==> src/hdl/pcaw_pkg.sv <==
// Package for the PID controller with angle wrap: widths, constants and codes.
// No dependencies; every other file refers to it by scoped names.
`timescale 1ns / 1ps

package pcaw_pkg;

  // Field widths
  localparam int ACT_W  = 2;
  localparam int VAL_W  = 32;
  localparam int DT_W   = 24;
  localparam int ANG_W  = 19;
  localparam int IDX_W  = 3;

  // Shared unit widths
  localparam int MUL_W  = 33;            // signed operand width
  localparam int PROD_W = 2 * MUL_W;
  localparam int SH_W   = PROD_W - 16;   // product after the Q16 shift
  localparam int DIV_W  = 49;            // dividend magnitude width
  localparam int DIV_CW = 6;             // divider step counter width

  // Q16.16 constants
  localparam logic signed [19:0] FX_PI     = 20'sd205887;
  localparam logic signed [19:0] FX_TWO_PI = 20'sd411775;
  localparam logic signed [31:0] LIN_ILIM  = 32'sd3276800;
  localparam logic signed [31:0] CIRC_ILIM = 32'sd131072;

  // floor(2^50 / TWO_PI); quotient estimate for the angle wrap is off by at most one
  localparam logic signed [MUL_W-1:0] WRAP_RCP = 33'sd2734259988;

  // Action codes
  localparam logic [ACT_W-1:0] ACT_LINEAR   = 2'd0;
  localparam logic [ACT_W-1:0] ACT_CIRCULAR = 2'd1;
  localparam logic [ACT_W-1:0] ACT_RESET    = 2'd2;
  localparam logic [ACT_W-1:0] ACT_UNUSED   = 2'd3;

  // Register indexes
  localparam logic [IDX_W-1:0] REG_GAIN_P      = 3'd0;
  localparam logic [IDX_W-1:0] REG_GAIN_I      = 3'd1;
  localparam logic [IDX_W-1:0] REG_GAIN_D      = 3'd2;
  localparam logic [IDX_W-1:0] REG_OUT_MIN     = 3'd3;
  localparam logic [IDX_W-1:0] REG_OUT_MAX     = 3'd4;
  localparam logic [IDX_W-1:0] REG_START_ANGLE = 3'd5;

  // Register reset values
  localparam logic signed [31:0] OUT_MIN_RST = -32'sd16711680;
  localparam logic signed [31:0] OUT_MAX_RST = 32'sd16711680;

endpackage

==> src/hdl/pcaw_mul.sv <==
// Shared signed multiplier with a registered product.
// Depends on pcaw_pkg for operand widths.
`timescale 1ns / 1ps

module pcaw_mul (
  input  logic                                 clk,
  input  logic signed [pcaw_pkg::MUL_W-1:0]    a,
  input  logic signed [pcaw_pkg::MUL_W-1:0]    b,
  output logic signed [pcaw_pkg::PROD_W-1:0]   p
);

  // One product per cycle, registered
  always_ff @(posedge clk) begin
    p <= a * b;
  end

endmodule

==> config.mk <==
export PLATFORM = sky130hd
export DESIGN_NAME = pcaw_mul
export DESIGN_NICKNAME = d
export VERILOG_FILES = /design/src/hdl/pcaw_pkg.sv /design/src/hdl/pcaw_mul.sv
export SDC_FILE = /design/constraint.sdc
export NUM_CORES = 2
export LEC_CHECK = 0
export ABC_AREA = 1
export BUFFER_PORTS_ARGS = -buffer_cell sky130_fd_sc_hd__buf_2
export CAP_MARGIN = 40
export CELL_PAD_IN_SITES_DETAIL_PLACEMENT = 2
export CELL_PAD_IN_SITES_GLOBAL_PLACEMENT = 2
export CORE_MARGIN = 2
export CORE_UTILIZATION = 43
export CTS_CLUSTER_SIZE = 25
export DETAILED_ROUTE_END_ITERATION = 12
export PLACE_DENSITY = 0.91
export SYNTH_ARGS = -nofsm -noshare
export SYNTH_HDL_FRONTEND = slang
export SYNTH_SLANG_ARGS = --single-unit
==> constraint.sdc <==
create_clock -name clk -period 11.9 [get_ports clk]
set_input_delay 1.19 -clock clk [delete_from_list [all_inputs] [get_ports clk]]
set_output_delay 1.19 -clock clk [all_outputs]
set_load 0.02 [all_outputs]
==> impl_metrics.py <==
metrics = {
    "worst_setup_path": {
        "cp_max_fo": 33,
        "endpoint_kind": "flop",
        "critPathTopFamily": "adder cells",
        "crit_top_cell": "fa_1",
        "crit_path_max_incr_delay_ps": 1110,
        "cp-start-kind": "input port",
        "crit_slowest_cell": "fa_1",
        "arrival_ps": 10500,
        "required_ps": 12160,
        "path_buf_inv": 6,
        "crit_type": "in -> reg",
    },
    "logic_synthesis": {
        "ys.flop_type": "dfxtp_1",
        "synth_compound_area_share_pct": 1.38,
        "synth_mux_area_share_pct": 0,
        "yosys.area.top_type": "fa_1",
        "synthArstFlopShare_pct": 0,
        "netlist.area_leader.share_pct": 53.1,
        "ys_seq_elements": 66,
        "synth_edf_count": 0,
        "ys_warn_count": 0,
        "ys_types": 35,
        "synth_top_family_by_area": "adder cells",
        "synth-seq-area-share_pct": 3.06,
        "synthTopCellsByCount": "1,894 x inv_1, 1,517 x nand2_1, 1,145 x fa_1",
        "yosysMostFrequentCell": "inv_1",
        "netlist_area_um2": 43200,
        "postSynthNetCount": 6972,
        "synth_fa_ha_area_share_pct": 59.4,
        "synth_area_leaders": "fa_1 53%, inv_1 16%, nand2_1 13%",
        "synth-simple-area-share_pct": 16.6,
        "syn_inst": 5543,
        "syn_avg_cell_area_um2": 7.79,
        "synth_xor_area_share_pct": 0.832,
    },
    "floorplan": {
        "initial_core_util_pct": 43.2,
        "die_h_um": 321,
        "die-area_um2": 103000,
        "dieWidth_um": 321,
        "placementRows": 116,
        "ioPinCount": 133,
        "core_area_um2": 99900,
    },
    "clock_network": {
        "htree_levels": 3,
        "numCtsBuffers": 9,
        "cts.hold.buffers_added": 0,
        "cts.sinks": 66,
        "cts_setup_buffers": 0,
        "cts_tree": "done",
        "post_cts_resized": 0,
        "clk_pin_slew_ps": 80,
        "clock-root-buffer": "clkbuf_16",
        "cts.path.max_buffers": 2,
    },
    "routing": {
        "drc": 0,
        "dr.pass1.iters": 5,
        "num_vias": 41200,
        "avgRoutedWirePerCell_um": 37.7,
        "dr.first_iter.drc_count": 3582,
        "antenna_left": 0,
        "via_per_inst": 6.06,
        "routed_wl_mm": 256,
    },
    "hold_path": {
        "min_from": "b[0]",
        "holdPathStages": 3,
        "whs_endpoint": "p[0]$_DFF_P_",
        "hp-class": "in -> reg",
    },
    "final_layout": {
        "fin_nets": 6907,
        "top_regs": "p x66",
        "layout.cells.non_filler": 6798,
        "largest_reg_flops": 66,
        "top_register": "p",
        "drive_gt1_share_pct": 4.80,
        "syn_to_final_growth_pct": 5.72,
        "num-fill-cells": 11400,
    },
    "status": {
        "status": "completed",
    },
    "sta": {
        "slew-limit-headroom_pct": 28.9,
        "setup_viol": 0,
        "fin_crit_ps": 10240,
        "finalHoldViolCount": 0,
        "tightest_slew_ps": 1070,
        "min_period_over_period_pct": 86.0,
        "rsz0062_at_grt": "no",
        "setup_tns_ps": 0,
        "timing_max_transition_violations_final": 0,
        "worst_slack_ps": 1660,
        "fmax_ghz": 0.0977,
    },
    "job": {
        "maxCapViolCount": 0,
    },
    "placed_design": {
        "dpl.hpwl_mm": 179,
        "gp_congestion": 0.890,
        "dp_cells": 6762,
        "dp_slack_ps": 2290,
        "io_buffers": 132,
    },
    "global_route": {
        "first_global_vias": 50500,
        "grt_pass1_wl_mm": 362,
        "grt_usage_pct": 50.0,
        "antenna_found_initial": 22,
        "grt_max_degree": 35,
        "grt_overflow": 0,
    },
}
-- worst max path at each step --
stage,from,endpoint,slack [ps],depth (start not counted)
2_1_floorplan,a[32],p[60]$_DFF_P_,3950,23
3_3_place_gp,a[32],p[64]$_DFF_P_,3020,21
3_5_place_dp,b[9],p[64]$_DFF_P_,2290,24
4_1_cts,b[9],p[64]$_DFF_P_,2310,22
5_1_grt,a[32],p[64]$_DFF_P_,1510,25
6_report,a[32],p[64]$_DFF_P_,1660,25
-- metal layers --
layer	vias up	routed length [um]	GRT usage, %
met1	20800	74200	45.3
met4	16	38000	58.1
li1	14900	-	-
met5	-	171	1.13
met3	2181	24300	17.4
met2	3402	119000	81.8
-- metrics by stage --
stage	hold WS, ps	instance area [um2]	utilization [%]
detailed placement	1610	45200	45.3
global route	1570	45600	45.7
floorplan	1450	43200	-
CTS	1540	45500	45.6
global placement	1610	44700	44.7
finish	1560	45600	45.7
-- logic make-up after synthesis --
logic type,Yosys count
buffers and inverters,2158
and+or+nand+nor,1810
adders and majority gates,1362
AOI/OAI and AO/OA,106
DFF,66
xor gates and xnor gates,41
-- cell usage in the layout (no fill, tap or decap), types with 2 or more instances in the layout --
master / instances
nand4_1: 19
clkinv_4: 2
nand3_2: 8
a21o_1: 2
xor2_1: 37
a21oi_1: 61
buf_4: 28
nor2_4: 3
diode_2: 17
buf_2: 132
clkbuf_16: 9
nand2_2: 17
xnor2_1: 4
o21bai_1: 14
fa_1: 1145
nor2_2: 20
and2_1: 2
o21ai_1: 3
buf_16: 5
nor3_1: 7
a21oi_2: 4
or2_2: 5
dfxtp_1: 66
bufinv_16: 3
nand3b_1: 3
inv_1: 1894
nand2_1: 1517
o21ai_0: 19
nand3_1: 70
nor4_1: 4
nor2_1: 131
ha_1: 217
buf_12: 21
-- final cells by class --
| cell class | instances | area (um2) | share of cell area, % |
|---|---|---|---|
| multi-input combinational | 3319 | 33800 | 74.0 |
| antenna | 17 | 42.5 | 0.0932 |
| inverter | 1895 | 7110 | 15.6 |
| sequential | 66 | 1320 | 2.89 |
| clock inverter | 6 | 115 | 0.252 |
| tap | 1298 | 1620 | 3.56 |
| clock buffer | 10 | 229 | 0.502 |
| timing repair buffer | 187 | 1440 | 3.16 |
Power is left out: the tool's default activity adds up to more than one toggle a clock period on the data nets, which glitch-free logic cannot reach.
