==> config.mk <==
export PLATFORM = sky130hd
export DESIGN_NAME = pcaw_div
export DESIGN_NICKNAME = d
export VERILOG_FILES = /design/src/hdl/pcaw_pkg.sv /design/src/hdl/pcaw_div.sv
export SDC_FILE = /design/constraint.sdc
export NUM_CORES = 1
export LEC_CHECK = 0
export CAP_MARGIN = 20
export CORE_MARGIN = 5
export CORE_UTILIZATION = 55
export DETAILED_ROUTE_END_ITERATION = 8
export DONT_BUFFER_PORTS = 1
export HOLD_SLACK_MARGIN = 0.06
export PLACE_DENSITY = 0.75
export SYNTH_ARGS = -nofsm -noshare
export SYNTH_HDL_FRONTEND = slang
export SYNTH_SLANG_ARGS = --single-unit
==> constraint.sdc <==
create_clock -name clk -period 4.29 [get_ports clk]
set_input_delay 0 -clock clk [delete_from_list [all_inputs] [get_ports clk]]
set_output_delay 0 -clock clk [all_outputs]
set_load 0.03 [all_outputs]
==> src/hdl/pcaw_pkg.sv <==
// Package for the PID controller with angle wrap: widths, constants and codes.
// No dependencies; every other file refers to it by scoped names.
`timescale 1ns / 1ps

package pcaw_pkg;

  // Field widths
  localparam int ACT_W  = 2;
  localparam int VAL_W  = 32;
  localparam int DT_W   = 24;
  localparam int ANG_W  = 19;
  localparam int IDX_W  = 3;

  // Shared unit widths
  localparam int MUL_W  = 33;            // signed operand width
  localparam int PROD_W = 2 * MUL_W;
  localparam int SH_W   = PROD_W - 16;   // product after the Q16 shift
  localparam int DIV_W  = 49;            // dividend magnitude width
  localparam int DIV_CW = 6;             // divider step counter width

  // Q16.16 constants
  localparam logic signed [19:0] FX_PI     = 20'sd205887;
  localparam logic signed [19:0] FX_TWO_PI = 20'sd411775;
  localparam logic signed [31:0] LIN_ILIM  = 32'sd3276800;
  localparam logic signed [31:0] CIRC_ILIM = 32'sd131072;

  // floor(2^50 / TWO_PI); quotient estimate for the angle wrap is off by at most one
  localparam logic signed [MUL_W-1:0] WRAP_RCP = 33'sd2734259988;

  // Action codes
  localparam logic [ACT_W-1:0] ACT_LINEAR   = 2'd0;
  localparam logic [ACT_W-1:0] ACT_CIRCULAR = 2'd1;
  localparam logic [ACT_W-1:0] ACT_RESET    = 2'd2;
  localparam logic [ACT_W-1:0] ACT_UNUSED   = 2'd3;

  // Register indexes
  localparam logic [IDX_W-1:0] REG_GAIN_P      = 3'd0;
  localparam logic [IDX_W-1:0] REG_GAIN_I      = 3'd1;
  localparam logic [IDX_W-1:0] REG_GAIN_D      = 3'd2;
  localparam logic [IDX_W-1:0] REG_OUT_MIN     = 3'd3;
  localparam logic [IDX_W-1:0] REG_OUT_MAX     = 3'd4;
  localparam logic [IDX_W-1:0] REG_START_ANGLE = 3'd5;

  // Register reset values
  localparam logic signed [31:0] OUT_MIN_RST = -32'sd16711680;
  localparam logic signed [31:0] OUT_MAX_RST = 32'sd16711680;

endpackage

==> src/hdl/pcaw_div.sv <==
// Restoring serial divider, one quotient bit per cycle, unsigned operands.
// Depends on pcaw_pkg for widths.
`timescale 1ns / 1ps

module pcaw_div (
  input  logic                          clk,
  input  logic                          rst,
  input  logic                          start,
  input  logic [pcaw_pkg::DIV_W-1:0]    dividend,
  input  logic [pcaw_pkg::DT_W-1:0]     divisor,
  output logic                          done,
  output logic [pcaw_pkg::DIV_W-1:0]    quot
);

  logic                          busy;
  logic [pcaw_pkg::DIV_CW-1:0]   cnt;
  logic [pcaw_pkg::DT_W-1:0]     dvs;
  logic [pcaw_pkg::DT_W-1:0]     rem;
  logic [pcaw_pkg::DT_W:0]       trial;
  logic                          fits;

  // Shift in the next dividend bit and try the subtract
  assign trial = {rem, quot[pcaw_pkg::DIV_W-1]};
  assign fits  = trial >= {1'b0, dvs};

  always_ff @(posedge clk) begin
    if (rst) begin
      busy <= 1'b0;
      done <= 1'b0;
    end else begin
      done <= 1'b0;
      if (start) begin
        busy <= 1'b1;
        cnt  <= pcaw_pkg::DIV_CW'(pcaw_pkg::DIV_W);
        dvs  <= divisor;
        quot <= dividend;
        rem  <= '0;
      end else if (busy) begin
        rem  <= fits ? pcaw_pkg::DT_W'(trial - {1'b0, dvs}) : trial[pcaw_pkg::DT_W-1:0];
        quot <= {quot[pcaw_pkg::DIV_W-2:0], fits};
        cnt  <= cnt - 1'b1;
        if (cnt == pcaw_pkg::DIV_CW'(1)) begin
          busy <= 1'b0;
          done <= 1'b1;
        end
      end
    end
  end

endmodule

==> run_results.csv <==
group,metric,value,unit
grt,grt_remaining_overflow,0,
drt,via_per_inst,5.773,
worst_setup_path,cp.arrival,3.63,ns
place,pre_cts_ws,0.9816,ns
sta,clock.fmax,295.6,MHz
worst_setup_path,worst-path-max-fanout,4,
grt,grt_pass1_vias,4004,
power,powerDensity,377.2,mW/mm2
worst_setup_path,crit_chain,"inv_1, ha_1, fa_1, nor2b_1, o31a_1, o2111ai_1, a211oi_1, o21ai_0, a311o_1, a21oi_1",
sta,setup_viol,0,
clock_network,numCtsBuffers,9,
sta,fin_crit_sh,78.87,%
worst_setup_path,required,4.54,ns
clock_network,ctsHtreeMaxLevel,3,
place,post-dp-hpwl,8131,um
sta,holdWs,0.2174,ns
final_layout,fillers,719,
synthesis,synth_nets,574,
final_layout,layout_commonest_cell,"edfxtp_1",
die,start_util,56.87,%
sta,fin_setup_tns,0,ns
worst_setup_path,cp.depth,10,
clock_network,cts_resized,0,
synthesis,syn_inst,471,
synthesis,synthArstFlopShare,0,%
synthesis,yosysSeqAreaShare,55.84,%
final_layout,nNetsFinal,647,
die,die_x,111,um
drt,dr_wl_met3,1354,um
die,die_area,0.01232,mm2
job,maxCapViolCount,0,
synthesis,ys_types,54,
place,gp_congestion,0.9250,
place,place_area,0.005714,mm2
drt,firstDrtPassIters,5,
grt,grt_max_degree,81,
place,port-buffer-count,0,
sta,rsz0062_at_grt,"false",
synthesis,syn_area_per_cell,11.91,um2
sta,slew_violations,0,
clock_network,clk_pin_slew,0.11,ns
power,power.leakage,0.002527,uW
drt,met2WireLength,6213,um
drt,drtAntennaViolNets,0,
synthesis,synthFlopType,"edfxtp_1",
die,ioPinCount,126,
die,coreArea,0.009864,mm2
power,ir_drop,0.3585,mV
synthesis,synth-edff-count,103,
drt,routed.top_layer,"met4",
synthesis,synth-seq-cells,105,
worst_setup_path,cpLargestDelayFamily,"compound AO/OA/AOI/OAI gates",
grt,grtUsageTotal,21.43,%
worst_setup_path,r2r_cells,10,
synthesis,syn_area,0.005610,mm2
sta,worst_slew_pin_slew,1.023,ns
clock_network,clk_path_buf_depth,2,
drt,vias,3943,
grt,grt_pass1_wl,21100,um
worst_setup_path,critPathSlowestCell,"edfxtp_1",
final_layout,final-seq-area,0.003133,mm2
die,fp.dieH,111,um
outcome,status,"finished, final reports clean",
synthesis,yosysWarningCount,0,
drt,routedWlPerCell,19.21,um
grt,antenna_found_initial,1,
final_layout,final_cell_mix,"edfxtp_1 (103), dlygate4sd3_1 (77), mux2_2 (49)",
final_layout,fin_area,0.006701,mm2
power,power,2528,uW
sta,finalHoldViolations,0,
final_layout,multiInputGateArea,0.002283,mm2
clock_network,root_buffer,"clkbuf_8",
worst_setup_path,start_kind,"flip-flop",
sta,max-slew-margin-rel,31.82,%
drt,drtIter0Drc,171,
sta,min_period,3.383,ns
die,num_rows,36,
final_layout,final_layout_size_suffix_gt1_share,13.66,%
clock_network,clock-sinks,105,
final_layout,syn2layout_area_growth,19.45,%
worst_setup_path,max_stage_delay,0.59,ns
worst_setup_path,critPathBufInv,1,
hold_path,holdPathStages,2,
drt,wl_met1,5324,um
clock_network,cts_setup_buffers,0,
clock_network,cts_tree,"yes",
sta,final.setup.worst_slack,0.9066,ns
drt,postRouteWirelength,13120,um
clock_network,insertion_delay,0.39,ns
sta,clock_skew,0.01064,ns
worst_setup_path,crit_path_end_kind,"flip-flop",
hold_path,hold_class,"input pin to flip-flop",
clock_network,hold_buffers,78,
worst_setup_path,path_class,"flip-flop to flip-flop",
drt,drc,0,
==> cell families after synthesis <==
group,after synthesis,share of synthesized area (%)
compound gates,99,11.53
xor+xnor,17,2.654
fa+ha+maj,27,6.155
buf+inv,49,3.635
flops,105,55.84
mux,50,10.01
simple gates,124,10.17
==> final cells by class <==
| cell class | instances | share of cell area [%] |
|---|---|---|
| flip-flops and latches | 105 | 46.75 |
| multi-input cells | 317 | 34.07 |
| repair buffers | 80 | 12.14 |
| well taps | 133 | 2.483 |
| clock buffers | 10 | 1.904 |
| inverters | 31 | 1.736 |
| clock inverters | 6 | 0.8775 |
| diodes | 1 | 0.03734 |
==> worst paths after layout <==
| path | start | end | slack (ns) |
|---|---|---|---|
| max | quot[48] | rem[18] | 0.91 |
| min | start | done | 0.22 |
| max reg2reg | quot[48] | rem[18] | 0.91 |
| min reg2reg | rem[12] | rem[13] | 0.63 |
==> Yosys cell counts (6+ instances only) <==
cell type | count | area, um2
o21a_1 | 9 | 67.56
xor2_1 | 6 | 52.55
nand2_1 | 48 | 180.2
nor3_1 | 10 | 50.05
a211oi_1 | 8 | 60.06
and3_1 | 7 | 43.79
a21o_1 | 7 | 52.55
xnor2_1 | 11 | 96.34
o21ai_0 | 11 | 55.05
buf_2 | 6 | 30.03
nor2_1 | 28 | 105.1
edfxtp_1 | 103 | 3093
nand3_1 | 13 | 65.06
mux2_2 | 49 | 551.8
ha_1 | 26 | 325.3
a21oi_1 | 39 | 195.2
inv_1 | 30 | 112.6
==> state kept, by name, indices dropped and copies added (netlist names) <==
| signal | cells |
|---|---|
| cnt | 6 |
| quot | 49 |
| done | 1 |
| dvs | 24 |
| rem | 24 |
| busy | 1 |
==> through the flow <==
| step | utilization, % | std cells |
|---|---|---|
| detailed placement | 57.93 | 588 |
| floorplan | - | 471 |
| global placement | 57.93 | 588 |
| finish | 67.94 | 683 |
| CTS | 67.91 | 682 |
| global route | 67.94 | 683 |
==> per-layer routing <==
metal | track usage (%) | vias up
met4 | 6.322 | 0
met5 | 0 | -
li1 | - | 1890
met1 | 26.34 | 1853
met2 | 34.51 | 183
met3 | 9.170 | 17
==> report_power, final <==
group          switching [uW]  internal [uW]
registers                 106           1230
logic                     318            265
clock network             381            226
total                     805           1720
(Power assumes the default switching activity.)
